==> src/sv/azcpt_pkg.sv <==
// Shared types and constants for the audio zero-crossing pulse timer.
// Used by every module of the block; depends on nothing else.
package azcpt_pkg;

    // Sample and weight widths
    localparam int SAMPLE_BITS = 16;
    localparam int WEIGHT_BITS = 9;
    localparam int PROD_BITS   = SAMPLE_BITS + WEIGHT_BITS + 1;
    localparam int SUM_BITS    = PROD_BITS + 1;

    localparam logic [WEIGHT_BITS-1:0] Q8_ONE = WEIGHT_BITS'(256);

    // Configuration register widths
    localparam int TPS_BITS   = 16;
    localparam int LIMIT_BITS = 24;
    localparam int CFG_BITS   = 24;
    localparam int IDX_BITS   = 2;

    // Run length, saturating
    localparam int LEN_BITS = 25;
    localparam logic [LEN_BITS-1:0] LEN_MAX = {LEN_BITS{1'b1}};

    // Stream word widths
    localparam int IN_DATA_BITS  = 2 * SAMPLE_BITS;
    localparam int OUT_DATA_BITS = ((LEN_BITS + 1 + 7) / 8) * 8;

    // Queue between front and back
    localparam int QUEUE_DEPTH = 4;
    localparam int QPTR_BITS   = $clog2(QUEUE_DEPTH);
    localparam int QCNT_BITS   = $clog2(QUEUE_DEPTH + 1);

    // Register indexes
    typedef enum logic [IDX_BITS-1:0] {
        REG_STEREO_MIX = 2'd0,
        REG_PAN_WEIGHT = 2'd1,
        REG_TICKS      = 2'd2,
        REG_LIMIT      = 2'd3
    } reg_idx_t;

    // Reset values
    localparam logic                   RST_STEREO_MIX = 1'b0;
    localparam logic [WEIGHT_BITS-1:0] RST_PAN_WEIGHT = WEIGHT_BITS'(128);
    localparam logic [TPS_BITS-1:0]    RST_TICKS      = TPS_BITS'(324);
    localparam logic [LIMIT_BITS-1:0]  RST_LIMIT      = LIMIT_BITS'(7159090);

    typedef struct packed {
        logic                   stereo_mix;
        logic [WEIGHT_BITS-1:0] pan_weight;
        logic [TPS_BITS-1:0]    ticks_per_sample;
        logic [LIMIT_BITS-1:0]  pulse_limit;
    } cfg_t;

    // Classified word handed from front to back
    typedef struct packed {
        logic eot;
        logic neg;
    } qitem_t;

endpackage

==> src/sv/azcpt_front.sv <==
// Front end: accepts input words, forms the pan-weighted products and
// classifies each word by sign. Depends on azcpt_pkg.
module azcpt_front (
    input  logic                                 clk,
    input  logic                                 rst_n,
    input  azcpt_pkg::cfg_t                      cfg,
    input  logic                                 s_tvalid,
    output logic                                 s_tready,
    input  logic [azcpt_pkg::IN_DATA_BITS-1:0]   s_tdata,
    input  logic                                 s_tuser,
    output logic                                 push,
    output azcpt_pkg::qitem_t                    push_item,
    input  logic                                 push_ready
);
    import azcpt_pkg::*;

    logic                          s1_valid_reg, s1_valid_next;
    logic                          s1_eot_reg;
    logic signed [PROD_BITS-1:0]   prod_l_reg, prod_r_reg;
    logic [WEIGHT_BITS-1:0]        w_right, w_left;
    logic signed [SAMPLE_BITS-1:0] left, right;
    logic signed [PROD_BITS-1:0]   prod_l_next, prod_r_next;
    logic signed [SUM_BITS-1:0]    mix;
    logic                          take;

    assign left  = s_tdata[SAMPLE_BITS-1:0];
    assign right = s_tdata[2*SAMPLE_BITS-1:SAMPLE_BITS];

    // Weights: mono is left at full weight, right at none
    always_comb
    begin
        if (!cfg.stereo_mix)
            w_right = '0;
        else if (cfg.pan_weight > Q8_ONE)
            w_right = Q8_ONE;
        else
            w_right = cfg.pan_weight;
        w_left = Q8_ONE - w_right;
    end

    assign prod_l_next = left  * $signed({1'b0, w_left});
    assign prod_r_next = right * $signed({1'b0, w_right});

    // Stage register advances when empty or when its word moves on
    assign take     = !s1_valid_reg || push_ready;
    assign s_tready = take;

    always_comb
    begin
        s1_valid_next = s1_valid_reg;
        if (take)
            s1_valid_next = s_tvalid;
    end

    always_ff @(posedge clk or negedge rst_n)
    begin
        if (!rst_n)
            s1_valid_reg <= 1'b0;
        else
            s1_valid_reg <= s1_valid_next;
    end

    always_ff @(posedge clk)
    begin
        if (take && s_tvalid)
        begin
            s1_eot_reg <= s_tuser;
            prod_l_reg <= prod_l_next;
            prod_r_reg <= prod_r_next;
        end
    end

    // Sum and sign; zero counts as non-negative
    assign mix = {prod_l_reg[PROD_BITS-1], prod_l_reg}
               + {prod_r_reg[PROD_BITS-1], prod_r_reg};

    assign push          = s1_valid_reg && push_ready;
    assign push_item.eot = s1_eot_reg;
    assign push_item.neg = mix[SUM_BITS-1];

endmodule

==> src/sv/azcpt_queue.sv <==
// Short FIFO of classified words between front and back.
// Depends on azcpt_pkg.
module azcpt_queue (
    input  logic              clk,
    input  logic              rst_n,
    input  logic              push,
    input  azcpt_pkg::qitem_t push_item,
    output logic              push_ready,
    input  logic              pop,
    output azcpt_pkg::qitem_t pop_item,
    output logic              pop_valid
);
    import azcpt_pkg::*;

    qitem_t                mem [QUEUE_DEPTH];
    logic [QPTR_BITS-1:0]  wr_ptr_reg, wr_ptr_next;
    logic [QPTR_BITS-1:0]  rd_ptr_reg, rd_ptr_next;
    logic [QCNT_BITS-1:0]  count_reg, count_next;

    assign push_ready = (count_reg != QCNT_BITS'(QUEUE_DEPTH));
    assign pop_valid  = (count_reg != '0);
    assign pop_item   = mem[rd_ptr_reg];

    // Pointer and fill count update
    always_comb
    begin
        wr_ptr_next = wr_ptr_reg;
        rd_ptr_next = rd_ptr_reg;
        count_next  = count_reg;
        if (push)
            wr_ptr_next = wr_ptr_reg + 1'b1;
        if (pop)
            rd_ptr_next = rd_ptr_reg + 1'b1;
        if (push && !pop)
            count_next = count_reg + 1'b1;
        else if (pop && !push)
            count_next = count_reg - 1'b1;
    end

    always_ff @(posedge clk or negedge rst_n)
    begin
        if (!rst_n)
        begin
            wr_ptr_reg <= '0;
            rd_ptr_reg <= '0;
            count_reg  <= '0;
        end
        else
        begin
            wr_ptr_reg <= wr_ptr_next;
            rd_ptr_reg <= rd_ptr_next;
            count_reg  <= count_next;
        end
    end

    always_ff @(posedge clk)
    begin
        if (push)
            mem[wr_ptr_reg] <= push_item;
    end

    // Fill count stays within depth
    a_count_bound: assert property (@(posedge clk) disable iff (!rst_n)
        count_reg <= QCNT_BITS'(QUEUE_DEPTH))
        else $error("queue fill count beyond depth");

    // Push alone raises the count by one
    a_push_count: assert property (@(posedge clk) disable iff (!rst_n)
        (push && !pop) |=> count_reg == $past(count_reg) + 1'b1)
        else $error("queue count did not follow push");

    // Pointers stay apart by the fill count
    a_ptr_gap: assert property (@(posedge clk) disable iff (!rst_n)
        QPTR_BITS'(wr_ptr_reg - rd_ptr_reg) == QPTR_BITS'(count_reg))
        else $error("queue pointers disagree with count");

endmodule

==> src/sv/azcpt_back.sv <==
// Back end: tracks runs of equal sign, counts ticks and emits finished
// pulses into the output register. Depends on azcpt_pkg.
module azcpt_back (
    input  logic                                  clk,
    input  logic                                  rst_n,
    input  azcpt_pkg::cfg_t                       cfg,
    input  logic                                  pop_valid,
    input  azcpt_pkg::qitem_t                     pop_item,
    output logic                                  pop,
    output logic                                  m_tvalid,
    input  logic                                  m_tready,
    output logic [azcpt_pkg::OUT_DATA_BITS-1:0]   m_tdata
);
    import azcpt_pkg::*;

    logic                run_open_reg, run_open_next;
    logic                run_neg_reg, run_neg_next;
    logic [LEN_BITS-1:0] run_len_reg, run_len_next;
    logic                out_valid_reg, out_valid_next;
    logic                out_level_reg, out_level_next;
    logic [LEN_BITS-1:0] out_ticks_reg, out_ticks_next;
    logic [LEN_BITS:0]   len_sum;
    logic [LEN_BITS-1:0] len_sat, tps_ext;
    logic                emit;

    assign pop     = pop_valid && (!out_valid_reg || m_tready);
    assign tps_ext = LEN_BITS'(cfg.ticks_per_sample);
    assign len_sum = {1'b0, run_len_reg} + {1'b0, tps_ext};
    assign len_sat = len_sum[LEN_BITS] ? LEN_MAX : len_sum[LEN_BITS-1:0];

    // Run tracking
    always_comb
    begin
        run_open_next  = run_open_reg;
        run_neg_next   = run_neg_reg;
        run_len_next   = run_len_reg;
        emit           = 1'b0;
        out_level_next = run_neg_reg;
        out_ticks_next = run_len_reg;
        if (pop)
        begin
            if (pop_item.eot)
            begin
                emit          = run_open_reg;
                run_open_next = 1'b0;
            end
            else if (!run_open_reg)
            begin
                run_open_next = 1'b1;
                run_neg_next  = pop_item.neg;
                run_len_next  = tps_ext;
            end
            else if (pop_item.neg != run_neg_reg)
            begin
                emit         = 1'b1;
                run_neg_next = pop_item.neg;
                run_len_next = tps_ext;
            end
            else
            begin
                run_len_next   = len_sat;
                out_ticks_next = len_sat;
                if (len_sat > LEN_BITS'(cfg.pulse_limit))
                begin
                    emit          = 1'b1;
                    run_open_next = 1'b0;
                end
            end
        end
    end

    // Output register
    always_comb
    begin
        out_valid_next = out_valid_reg;
        if (pop)
            out_valid_next = emit;
        else if (m_tready)
            out_valid_next = 1'b0;
    end

    always_ff @(posedge clk or negedge rst_n)
    begin
        if (!rst_n)
        begin
            run_open_reg  <= 1'b0;
            run_neg_reg   <= 1'b0;
            run_len_reg   <= '0;
            out_valid_reg <= 1'b0;
        end
        else
        begin
            run_open_reg  <= run_open_next;
            run_neg_reg   <= run_neg_next;
            run_len_reg   <= run_len_next;
            out_valid_reg <= out_valid_next;
        end
    end

    always_ff @(posedge clk)
    begin
        if (pop && emit)
        begin
            out_level_reg <= out_level_next;
            out_ticks_reg <= out_ticks_next;
        end
    end

    assign m_tvalid = out_valid_reg;
    assign m_tdata  = {{(OUT_DATA_BITS-LEN_BITS-1){1'b0}}, out_ticks_reg, out_level_reg};

    // End of tape always closes the run
    a_eot_closes: assert property (@(posedge clk) disable iff (!rst_n)
        (pop && pop_item.eot) |=> !run_open_reg)
        else $error("run still open after end of tape");

    // A pulse is only emitted from an open run
    a_emit_open: assert property (@(posedge clk) disable iff (!rst_n)
        (pop && emit) |-> run_open_reg)
        else $error("pulse emitted without an open run");

    // A pending result is never overwritten
    a_no_overwrite: assert property (@(posedge clk) disable iff (!rst_n)
        (out_valid_reg && !m_tready) |-> !pop)
        else $error("back end popped while result stalled");

endmodule

==> src/sv/audio_zero_crossing_pulse_timer_core.sv <==
// Top level of the audio zero-crossing pulse timer: configuration registers,
// front end, queue and back end. Depends on azcpt_pkg and its submodules.
//
// Usage: audio frames enter on the s_ stream, one word per frame; tdata holds
// left_sample in bits 15:0 and right_sample in bits 31:16, tuser marks end of
// tape. Finished pulses leave on the m_ stream with the level in bit 0 and
// the width in ticks in bits 25:1. A word causes at most one pulse.
// Registers are written through cfg_we/cfg_index/cfg_data while the block is
// idle: 0 stereo mix, 1 pan weight, 2 ticks per frame, 3 pulse limit.
// Throughput is one frame per cycle while m_tready stays high; the front
// product stage, the run tracker and the output register each take a new
// word as the last one moves on. From input acceptance to a valid pulse a
// word is registered in the product register, then in the queue and then
// in the output register.
// Reset clears the queue, closes any run and loads the register defaults.
// When the receiver stalls, the pending pulse holds, the four-word queue
// and the product register fill, and only then does s_tready drop.
module audio_zero_crossing_pulse_timer_core (
    input  logic                                 clk,
    input  logic                                 rst_n,
    input  logic                                 cfg_we,
    input  logic [azcpt_pkg::IDX_BITS-1:0]       cfg_index,
    input  logic [azcpt_pkg::CFG_BITS-1:0]       cfg_data,
    input  logic                                 s_tvalid,
    output logic                                 s_tready,
    // left_sample [15:0], right_sample [31:16]
    input  logic [azcpt_pkg::IN_DATA_BITS-1:0]   s_tdata,
    // end_of_tape
    input  logic                                 s_tuser,
    output logic                                 m_tvalid,
    input  logic                                 m_tready,
    // pulse_level [0], pulse_ticks [25:1], zero above
    output logic [azcpt_pkg::OUT_DATA_BITS-1:0]  m_tdata
);
    import azcpt_pkg::*;

    cfg_t   cfg_reg;
    qitem_t push_item, pop_item;
    logic   push, push_ready, pop, pop_valid;

    // Configuration registers
    always_ff @(posedge clk or negedge rst_n)
    begin
        if (!rst_n)
        begin
            cfg_reg.stereo_mix       <= RST_STEREO_MIX;
            cfg_reg.pan_weight       <= RST_PAN_WEIGHT;
            cfg_reg.ticks_per_sample <= RST_TICKS;
            cfg_reg.pulse_limit      <= RST_LIMIT;
        end
        else if (cfg_we)
        begin
            case (cfg_index)
                REG_STEREO_MIX: cfg_reg.stereo_mix       <= cfg_data[0];
                REG_PAN_WEIGHT: cfg_reg.pan_weight       <= cfg_data[WEIGHT_BITS-1:0];
                REG_TICKS:      cfg_reg.ticks_per_sample <= cfg_data[TPS_BITS-1:0];
                REG_LIMIT:      cfg_reg.pulse_limit      <= cfg_data[LIMIT_BITS-1:0];
                default:        ;
            endcase
        end
    end

    azcpt_front u_front (
        .clk        (clk),
        .rst_n      (rst_n),
        .cfg        (cfg_reg),
        .s_tvalid   (s_tvalid),
        .s_tready   (s_tready),
        .s_tdata    (s_tdata),
        .s_tuser    (s_tuser),
        .push       (push),
        .push_item  (push_item),
        .push_ready (push_ready)
    );

    azcpt_queue u_queue (
        .clk        (clk),
        .rst_n      (rst_n),
        .push       (push),
        .push_item  (push_item),
        .push_ready (push_ready),
        .pop        (pop),
        .pop_item   (pop_item),
        .pop_valid  (pop_valid)
    );

    azcpt_back u_back (
        .clk       (clk),
        .rst_n     (rst_n),
        .cfg       (cfg_reg),
        .pop_valid (pop_valid),
        .pop_item  (pop_item),
        .pop       (pop),
        .m_tvalid  (m_tvalid),
        .m_tready  (m_tready),
        .m_tdata   (m_tdata)
    );

endmodule

==> config.mk <==
export PLATFORM = sky130hd
export DESIGN_NAME = audio_zero_crossing_pulse_timer_core
export DESIGN_NICKNAME = d
export VERILOG_FILES = /design/src/sv/azcpt_pkg.sv /design/src/sv/azcpt_front.sv /design/src/sv/azcpt_queue.sv /design/src/sv/azcpt_back.sv /design/src/sv/audio_zero_crossing_pulse_timer_core.sv
export SDC_FILE = /design/constraint.sdc
export NUM_CORES = 1
export LEC_CHECK = 0
export BUFFER_PORTS_ARGS = -buffer_cell sky130_fd_sc_hd__clkbuf_2
export CORE_MARGIN = 2
export CORE_UTILIZATION = 25
export DETAILED_ROUTE_END_ITERATION = 10
export GPL_TIMING_DRIVEN = 0
export SYNTH_ARGS = -nofsm -noshare
export SYNTH_HDL_FRONTEND = slang
export SYNTH_HIERARCHICAL = 1
export SYNTH_SLANG_ARGS = --single-unit
==> constraint.sdc <==
create_clock -name clk -period 16.85 [get_ports clk]
set_input_delay 2.5275 -clock clk [delete_from_list [all_inputs] [get_ports clk]]
set_output_delay 2.5275 -clock clk [all_outputs]
set_load 0.02 [all_outputs]
======== Word level (Yosys, flattened, before mapping) ========
Memory sizes are Yosys's and may differ from the RTL's.
Cells that the tools add are included.
storage, ports and cells
  register bits after elaboration ......... 165
  bits in writable memories ............... 8
  output and inout bits ................... 34
  logic and storage cells ................. 84
  memories kept ........................... 1
memories
  memory       words  bits a word  read ports  clocked after Yosys merged registers in  wr ports  line               source
  u_queue.mem  4      2            1           0                                        1         azcpt_queue.sv:15  qitem_t mem [QUEUE_DEPTH];
cells by class
  $add $sub $neg .......................... 7
  $mul .................................... 2
  order comparisons ....................... 2
  equal/unequal tests ..................... 6
  multiplexer cells ....................... 26
  bitwise gates (word level) .............. 1
  reduce and logical (&&, ||, !) cells .... 22
operator list
  operator             number
  $mux 25              7
  $mul 16x10->26       2
  $add 26x26->27       1
  $add 25x16->26       1
  $gt 25x24->1         1
  $mux 9               2
  $mux 1               15
  $reduce_and 2->1     5
  $gt 9x9->1 const B   1
  $sub 9x9->9 const A  1
  $logic_and 1x1->1    6
  $mux 3               2
  $add 2x1->2 const B  2
  $eq 2x2->1 const B   2
  $logic_not 1->1      4
  $reduce_bool 2->1    2
  $add 3x1->3 const B  1
  $ne 3x3->1 const B   1
  $reduce_and 3->1     1
  $reduce_bool 3->1    1
  $sub 3x1->3 const B  1
  $eq 2x1->1 const B   1
  $logic_not 2->1      1
  $logic_or 1x1->1     2
  other kinds (3)      3

======== Depth between registers and ports, before layout ========
Gate-level depths: netlist of run 1.
  depth after elaboration ................. 9
  depth in mapped cells ................... 28
  depth with buffers taken out ............ 26

======== By module ========
Netlist of run 1, hierarchy kept.
by module, submodules not included
  module                                times used  cells each  area an instance (um2)
  azcpt_front                           1           1,391       13,133.8
  azcpt_back                            1           476         4,194.0
  audio_zero_crossing_pulse_timer_core  1           107         2,038.2
  azcpt_queue                           1           45          684.4

======== Least setup slack after synthesis of run 1 ========
OpenSTA, ideal clock, no wires.
  path type ............................... input -> register
  from .................................... input port s_tdata[11] (netlist name)
  to ...................................... register u_front.prod_l_reg[25], data pin
  arrival time ............................ 7,147 ps
  path slack .............................. 9,430 ps
  stages on the path ...................... 19
  path buffers ............................ 1
  path through ............................ buf_1 -> nand2_1 -> fa_1 -> inv_1 -> fa_1 -> fa_1 -> fa_1 -> inv_1 -> fa_1 -> inv_1 -> ha_1 -> nand2_1 -> a2111oi_0 -> a211oi_1 -> nand2b_1 -> o21ai_1 -> a41oi_1 -> a21oi_1 -> o211ai_1
on the way
  cells in the longest elaborated chain, start to end .. 1
RTL lines
  what                               line                                        source
  start: declaration                 audio_zero_crossing_pulse_timer_core.sv:27  input logic [azcpt_pkg::IN_DATA_BITS-1:0] s_tdata,
  $mul 16x10->26                     azcpt_front.sv:41                           assign prod_l_next = left * $signed({1'b0, w_left});
  named net u_front.prod_l_next[25]  azcpt_front.sv:22                           logic signed [PROD_BITS-1:0] prod_l_next, prod_r_next;
  end signal: assignment             azcpt_front.sv:68                           prod_l_reg <= prod_l_next;
  end: declaration                   azcpt_front.sv:19                           logic signed [PROD_BITS-1:0] prod_l_reg, prod_r_reg;
The timed path passes the listed nets, and every way through them passes these cells.
A chain may end at the register's enable or synchronous reset.

======== Final worst setup path of run 1 ========
  from .................................... register cfg_reg[49] (netlist name)
  to ...................................... register u_front.prod_l_reg[25], data pin
on the way
  cells in the longest elaborated chain, start to end .. 3
RTL lines
  what                               line                                        source
  start: declaration                 audio_zero_crossing_pulse_timer_core.sv:37  cfg_t cfg_reg;
  $mux 9                             azcpt_front.sv:32                           if (!cfg.stereo_mix)
  $sub 9x9->9                        azcpt_front.sv:38                           w_left = Q8_ONE - w_right;
  $mul 16x10->26                     azcpt_front.sv:41
  named net u_front.prod_l_next[25]  azcpt_front.sv:22
The timed path passes the listed nets, and every way through them passes these cells.

==> results of run 1 <==
per-stage QoR:
step           hold slack [ps]  cells   util  setup WS [ps]
2_1_floorplan              457   2024      -           9430
3_3_place_gp               479   3159  0.275           8290
3_5_place_dp               494   3161  0.276           8300
4_1_cts                    503   3193  0.283           8250
5_1_grt                    510   3193  0.283           7770
6_report                   502   3195  0.283           8190
cell type report:
cell class                 instances  area (um2)
tap                             1050        1310
clock buffer                      19         433
timing repair buffer              87         475
buffer                            74         364
fill                            8400       56800
antenna                            2        5.00
clock inverter                    13         126
inverter                         333        1250
sequential                       173        4790
multi-input combinational       1444       13700
critical path: cells and delay by family, from the launching register on:
kind            cells  cell delay, ps
flops               1             650
fa+ha+maj           7            3230
buf+inv             6            1170
xor+xnor            1             880
compound gates      6            1480
simple gates        5             950
per-layer routing:
| layer | share of wire | vias up | wire [um] | global-route usage |
|---|---|---|---|---|
| li1 | - | 6868 | - | - |
| met1 | 0.47 | 7254 | 23300 | 0.170 |
| met2 | 0.47 | 255 | 23200 | 0.204 |
| met3 | 0.042 | 60 | 2070 | 0.0257 |
| met4 | 0.019 | 10 | 930 | 0.0355 |
| met5 | 0.0013 | - | 62 | 0 |
synth_stat cells (all sizes together) (8+ instances only):
cell    number
inv        333
fa         246
nand2      214
ha         185
and3       101
edfxtp      87
a21oi       84
and2        78
o21ai       72
dfrtp       69
xnor2       58
nor2        57
mux2        55
clkbuf      44
buf         30
nor2b       29
a21o        26
xor2        25
nand3       19
a31oi       18
nor3        18
a211oi      17
dfstp       17
o21a        16
mux2i        9
nand2b       9
o211ai       8
o31ai        8
final timing paths:
check	depth (start not counted)	slack, ps	endpoint	start
max	25	8190	u_front/prod_l_reg[25]	cfg_reg[49]
max reg2reg	25	8190	u_front/prod_l_reg[25]	cfg_reg[49]
min	1	500	u_queue/count_reg[2]	u_queue/count_reg[2]
min reg2reg	1	500	u_queue/count_reg[2]	u_queue/count_reg[2]
max in group asynchronous	2	14060	cfg_reg[47]	rst_n
min in group asynchronous	1	2040	cfg_reg[20]	rst_n
cell families after synthesis:
group | after synthesis | synth area share
mux | 66 | 0.0438
fa+ha+maj | 431 | 0.361
xor+xnor | 83 | 0.0366
buf+inv | 407 | 0.0805
compound gates | 291 | 0.0920
flops | 173 | 0.239
other cells | 1 | 0.000187
simple gates | 567 | 0.147
==> run metrics, run 1 <==
status=completed; CTS tree=yes; Setup TNS=0 ps; die width=about 290 um; Starting DRT DRC Count=~750; Final Max Tran Viols=0; most common cell after layout, fill and taps aside=inv_1; worst slew pin tran=1260 ps; core area=79,300 um2; Max stage delay on crit path=880 ps; Worst EP arrival=a little under 9000 ps; first-pass GRT wire length=82,300 um; worst skew pair latency=470 ps; die height=287 um; Reg clk slew, reported paths=70 ps; Vias=about 14,000; Initial Utilization=0.253; register area share after synthesis=0.239; largest net degree at the start of global routing=55; Total Wirelength=49,600 um; global router's overall resource usage=0.126; unrepaired setup endpoints after global routing=no; post-route cell area=22,400 um2; Final Hold Fails=0; setup violators final=0; post-synth top area cell=fa_1; clock skew=14.0 ps; gpl congestion=a little under 0.9; hold crit path type=register to register; asr flop ratio synth=0.497; Mapped Cells=2,019; Area after DPL=21,900 um2; dpl hpwl=40,200 um; crit path kind=register to register; most frequent cells in the layout=inv_1, fa_1, nand2_1; Syn-to-layout area delta=11.8%; total gr overflow=0; startpoint types=register; Detail Route Antenna Nets=0; synthesized area=20,100 um2; Synth top area share=0.246; dominant cells by area after synthesis=fa_1, edfxtp_1, ha_1; CTS sink count=~170; setup bufs post-CTS=0; Syn Area/Cell=9.93 um2; most used flip-flop cell after synthesis=edfxtp_1; nets@finish=2,625; Warnings, synthesis=6; Post-CTS Hold Buffers=0; CTS root buf=clkbuf_16; CP endpoint kind=register; fmax=115 MHz; clock tree buffer depth=2; number of CTS-inserted buffers=17; H-tree levels=4; DIE AREA=between 80,000 and 90,000 um2; number of synthesized flops with an enable pin=just under 90; max-cap viol count=0; #FFs+latches synth=173; critical path required time=17,050 ps; post-layout min period=roughly 8700 ps; vias in the first global route=15,185; share of layout cells above drive strength 1=0.110; Worst Path Max Fanout=11; row count=103; initial antenna violation count=6; drt pass-1 iters=5; max reg flops=50; Worst path most repeated cell=fa_1; # port buffers=85; vias per cell=4.52; # DRC=0; Synth cell types=83; Post-CTS Resized=0; CP max stage cell=xnor2_1; period utilization=0.514; DR WL/cell=around 16 um; Ports=98; Slew headroom=0.162
Power of run 1 is not shown: default switching activity piles up to over one toggle a cycle in this logic, so the estimate is an artifact.
==> inputs of run 2 (changes only) <==
- clock period: 16.85 -> 7.53 ns (I/O delays scaled with it)
==> run 2 against run 1 <==
  * Sequential cell count is the same
  * Final area rose by 0.92%
  * Critical endpoint unchanged
  * Clock skew shrank 0.67 ps
  * Critical path type unchanged
  * Core utilization grew 0.26 points
  * Highest routed layer unchanged
  * Final cell count is essentially flat
==> run metrics, run 2 (same netlist as run 1, synthesis figures left out) <==
status=completed; nets@finish=2,628 (+0.11%); Multi-input gate area=13,800 um2 (+1.1%); global router's overall resource usage=0.126 (-0.000232); max reg flops=50 (unchanged); post-layout min period=7190 ps (-1470 ps); Fill cells=8,382 (-0.21%); crit path kind=register to register; clock tree buffer depth=2 (unchanged); Non-Filler Instances=3,197 (+0.063%); most frequent cells in the layout=inv_1, fa_1, nand2_1; Placed Cells=3,161 (unchanged); Total Wirelength=49,500 um (-0.18%); vias per cell=4.51 (-0.17%); startpoint types=register; hold crit path type=register to register; drt pass-1 iters=5 (unchanged); Syn-to-layout area delta=12.9%; Setup WS post-layout=337 ps (-7850 ps); gpl congestion=0.865 (unchanged); clock skew=13.3 ps (-0.673 ps); # port buffers=85 (unchanged); DIE AREA=82,500 um2 (unchanged); CP endpoint kind=register; number of CTS-inserted buffers=17 (unchanged); CTS root buf=clkbuf_16; critical path required time=7730 ps (-9320 ps); register area=4790 um2 (about the same); Worst Path Max Fanout=10 (-1); Final Max Tran Viols=0 (unchanged); Setup WS pre-CTS=-1020 ps (-9320 ps); period utilization=0.955 (+0.441); initial antenna violation count=6 (unchanged); Ports=98 (unchanged); Slew headroom=0.166 (+0.00384); die width=287 um (unchanged); worst skew pair latency=470 ps (about the same); row count=103 (unchanged); most common cell after layout, fill and taps aside=inv_1; Starting DRT DRC Count=711 (-5.1%); dpl hpwl=40,200 um (unchanged); # DRC=0 (unchanged); Setup TNS=0 ps (unchanged); CTS sink count=173 (unchanged); fmax=139 MHz (+20%); Util after Layout=0.286 (+0.00259); total gr overflow=0 (unchanged); Post-CTS Hold Buffers=0 (unchanged); largest net degree at the start of global routing=55 (unchanged); Vias=14,432 (-0.10%); H-tree levels=4 (unchanged); vias in the first global route=15,193 (+0.053%); setup violators final=0 (unchanged); max-cap viol count=0 (unchanged); Initial Utilization=0.253 (unchanged); Worst EP arrival=7400 ps (-1460 ps); worst slew pin tran=1250 ps (-5.76 ps); die height=287 um (unchanged); Final Hold Fails=0 (unchanged); CTS tree=yes; core area=79,300 um2 (unchanged); Detail Route Antenna Nets=0 (unchanged); unrepaired setup endpoints after global routing=yes; share of layout cells above drive strength 1=0.123 (+0.0129); first-pass GRT wire length=82,100 um (-0.20%); DR WL/cell=15.5 um (-0.24%); Reg clk slew, reported paths=70 ps (about the same)
[run 2: cell count changes in the layout (fill, tap and decap cells not counted), sizes merged]
cell    change
diode       -1
buf         +6
clkbuf      -3
[run 2: worst paths after layout]
check                                          start                     end  slack (ps)  cells after the start
worst min-delay path            u_queue/count_reg[2]    u_queue/count_reg[2]         500                      1
worst max-delay path                     cfg_reg[40]  u_front/prod_l_reg[25]         340                     25
max in group asynchronous                      rst_n             cfg_reg[47]        6150                      2
worst min register to register  u_queue/count_reg[2]    u_queue/count_reg[2]         500                      1
min in group asynchronous                      rst_n             cfg_reg[20]         640                      1
worst max register to register           cfg_reg[40]  u_front/prod_l_reg[25]         340                     25
[run 2: repair_timing]
action | CTS | global route
endpoints found under the setup margin | 14 | 8
resized for setup | 21 | 19
buffers inserted | 2 | 4
pin swaps | 3 | 2
endpoints found under the hold margin | 0 | 0
[run 2: area by class of cell]
cell class                      instances  share of cell area
Antenna cell                            1            0.000111
Buffer                                 71              0.0166
Clock buffer                           19              0.0191
Clock inverter                         13             0.00558
Inverter                              333              0.0552
Multi-Input combinational cell       1444               0.611
Sequential cell                       173               0.212
Tap cell                             1050              0.0581
Timing Repair Buffer                   93              0.0230
[run 2: routing by layer]
| layer | track usage | routed length, um | vias up |
|---|---|---|---|
| li1 | - | - | 6875 |
| met1 | 0.170 | 23100 | 7208 |
| met2 | 0.204 | 23100 | 273 |
| met3 | 0.0256 | 2210 | 66 |
| met4 | 0.0362 | 989 | 10 |
| met5 | 0 | 62 | - |
[run 2: critical path, stage by stage (launching register included)]
cell and delay [ps]:
dfrtp_1 490, nor4_1 280, nand3b_1 100, nor4_1 190
o21a_1 230, nor2_1 120, nor4b_2 190, xnor2_2 280
clkbuf_4 290, and2_1 170, fa_1 440, fa_1 470
fa_1 520, fa_1 570, inv_1 70, fa_1 530
inv_1 40, ha_1 390, nand2_1 90, a2111oi_2 370
a211oi_2 150, nand2b_1 230, o21ai_2 210, a41oi_2 190
a21oi_2 200, o211ai_1 120
[run 2: metrics by stage]
stage	cell area, um2	hold WS, ps
final	22600	503
after global routing	22600	510
after CTS	22500	503
after detailed placement	21900	494
after global placement	21800	479
after floorplan	20100	457
Power of run 2 is left out for the same reason.
==> inputs of run 3 (changes only) <==
- ABC_AREA: unset -> 1
==> run 3 against run 2 <==
  * Fmax increased by 2.0%
  * Die area rose by 4.9%
  * Area after synthesis grew 4.9%
  * First-iteration DRC count grew 46%
  * Setup slack gained 140 ps
  * Sequential share of layout area decreased by 0.79 points
  * Final area grew 3.8%
  * Hold slack got worse by 35 ps
  * Register-to-register slack improved by 140 ps
  * Clock-buffer cell count is 1 lower
  * Critical path depth increased by 3
  * Wire length is 14% higher
  * Critical path type unchanged
  * Critical endpoint is now u_front/prod_l_reg[24]
==> run metrics, run 3 <==
status=completed; asr flop ratio synth=0.497 (unchanged); Worst Hold Path EP=cfg_reg[16]; CP endpoint kind=register; Detail Route Antenna Nets=0 (unchanged); CTS tree=yes; die height=294 um (+2.4%); most frequent cells in the layout=nand2_1, inv_1, nor2_1; Setup TNS=0 ps (unchanged); H-tree levels=4 (unchanged); register area share after synthesis=0.227 (-0.0112); startpoint types=register; die width=294 um (+2.4%); DIE AREA=86,500 um2 (+4.9%); Reg2Reg Depth=28 (+12%); global router's overall resource usage=0.134 (+0.00822); max reg flops=50 (unchanged); Fill cells=9,036 (+7.8%); synthesized area=21,000 um2 (+4.9%); dominant cells by area after synthesis=fa_1, edfxtp_1, nand2_1; period utilization=0.937 (-0.0188); #FFs+latches synth=173 (unchanged); crit path kind=register to register; most common cell after layout, fill and taps aside=nand2_1; largest net degree at the start of global routing=58 (+5.5%); Vias=17,079 (+18%); dpl hpwl=48,000 um (+19%); Slew headroom=0.270 (+0.103); hold crit path type=register to register; clock tree buffer depth=2 (unchanged); nets@finish=3,240 (+23%); CTS sink count=173 (unchanged); cell count of the worst hold path=2 (+1); most used flip-flop cell after synthesis=edfxtp_1; Syn-to-layout area delta=11.6%; CP max stage cell=fa_1; Synth Area in Compound Gates=0.0547 (-0.0373); Mapped Cells=2,634 (+30%); number of synthesized flops with an enable pin=87 (unchanged); share of layout cells above drive strength 1=0.0921 (-0.0305); reg2reg start=cfg_reg[49]; Warnings, synthesis=6 (unchanged); Post-Synth XOR/XNOR Area=0.0154 (-0.0212); CTS root buf=clkbuf_16; vias per cell=4.45 (-1.4%); Final Hold Fails=0 (unchanged); number of inserted diodes=0 (-1); Starting DRT DRC Count=1,035 (+46%); mux cell area share after synthesis=0 (-0.0438); reg2reg end=u_front/prod_l_reg[24]; # DRC=0 (unchanged); first-pass GRT wire length=92,700 um (+13%); # port buffers=86 (+1.2%); Total Wirelength=56,600 um (+14%); Hold WS=468 ps (-35.2 ps); number of CTS-inserted buffers=17 (unchanged); Min-Delay Startpoint=cfg_reg[16]; core area=83,600 um2 (+5.4%); critical path required time=7700 ps (-30 ps); Max stage delay on crit path=550 ps (-20 ps); total gr overflow=0 (unchanged); main combinational cell family by area after synthesis=adder cells; setup violators final=0 (unchanged); row count=106 (+2.9%); Initial Utilization=0.252 (-0.00117); worst skew pair latency=440 ps (-30 ps); drt pass-1 iters=6 (+1); worst reg-to-reg setup slack=480 ps (+140 ps); setup bufs post-CTS=0 (-2); unrepaired setup endpoints after global routing=no; clock skew=14.1 ps (+0.815 ps); max-cap viol count=0 (unchanged); Synth Area in Adders=0.344 (-0.0170); Ports=98 (unchanged); Synth cell types=53 (-36%); Util after Layout=0.281 (-0.00440); initial antenna violation count=2 (-4); Worst path most repeated cell=nand2_1; most common cell in the synthesized netlist=nand2_1; DR WL/cell=14.8 um (-4.7%); post-layout min period=7050 ps (-141 ps); Worst EP arrival=7220 ps (-180 ps); Reg clk slew, reported paths=70 ps (about the same); worst slew pin tran=1090 ps (-159 ps); vias in the first global route=17,557 (+16%); post-synth top area cell=fa_1; gpl congestion=0.950 (+9.8%); Final Max Tran Viols=0 (unchanged); Commonest cells post-synth=nand2_1, inv_1, nor2_1, fa_1, ha_1; Worst Path Max Fanout=15 (+5); area share of and/or/nand/nor cells after synthesis=0.244 (+0.0973); Synth top area share=0.234 (-0.0116); Syn Area/Cell=7.99 um2 (-20%); fmax=142 MHz (+2.0%)
run 3: changes by cell type in the layout (fill, tap and decap cells not counted), moves of 24 or more:
cell / change
and3_1: -99
mux2_2: -25
nor2b_1: -28
nand3_1: +90
nand2_2: +24
nand4_1: +76
inv_1: +193
clkbuf_1: -26
and2_1: -76
nor2_1: +204
mux2_4: -30
nand2_1: +445
xnor2_1: -46
run 3: how the worst max path moves through the flow:
stage | start | endpoint | slack [ps]
after floorplan | cfg_reg[49] | u_front/prod_l_reg[24] | 1540
after global placement | cfg_reg[49] | u_front/prod_l_reg[25] | 130
after detailed placement | cfg_reg[49] | u_front/prod_l_reg[24] | 180
after CTS | cfg_reg[49] | u_front/prod_l_reg[25] | 150
after global routing | cfg_reg[49] | u_front/prod_l_reg[25] | 60
final | cfg_reg[49] | u_front/prod_l_reg[24] | 480
run 3: cells by family (layout without fill, tap and decap cells):
logic type	Yosys count	in the layout
and+or+nand+nor	1192	1192
buffers and inverters	597	716
adders and majority gates	431	431
AOI/OAI and AO/OA	203	203
DFF	173	173
xor gates and xnor gates	37	37
other	1	6
run 3: area by class of cell:
| type | count | area [um2] | area share |
|---|---|---|---|
| clock buffers | 18 | 429 | 0.0183 |
| well taps | 1080 | 1350 | 0.0575 |
| clock inverters | 14 | 136 | 0.00581 |
| flip-flops and latches | 173 | 4790 | 0.204 |
| plain buffers | 58 | 362 | 0.0154 |
| repair buffers | 89 | 508 | 0.0216 |
| multi-input cells | 1869 | 13900 | 0.591 |
| inverters | 537 | 2030 | 0.0862 |
run 3: through the flow:
stage               instances  setup slack (ps)  instance area (um2)
floorplan                2639              1540                21100
detailed placement       3808               179                22900
global placement         3805               133                22800
finish                   3838               478                23500
CTS                      3840               150                23500
global route             3838              64.4                23500
run 3: critical path, delay by kind of cell (launching register included):
family / cells / cell delay, ps
AO/OA/AOI/OAI: 2 / 640
AND/OR/NAND/NOR: 13 / 1330
flip-flops: 1 / 510
buffers and inverters: 6 / 1060
adder cells (fa/ha/maj): 7 / 3230
run 3: timing repair:
item	CTS	global route
resized for setup	0	2
setup endpoints to repair	0	9
hold buffers	0	0
run 3: metal layers:
metal | GRT usage | share of wire
met1 | 0.179 | 0.45
met2 | 0.230 | 0.47
met3 | 0.0182 | 0.052
met4 | 0.0301 | 0.020
met5 | 0 | 0.00021
Power of run 3 is left out for the same reason.
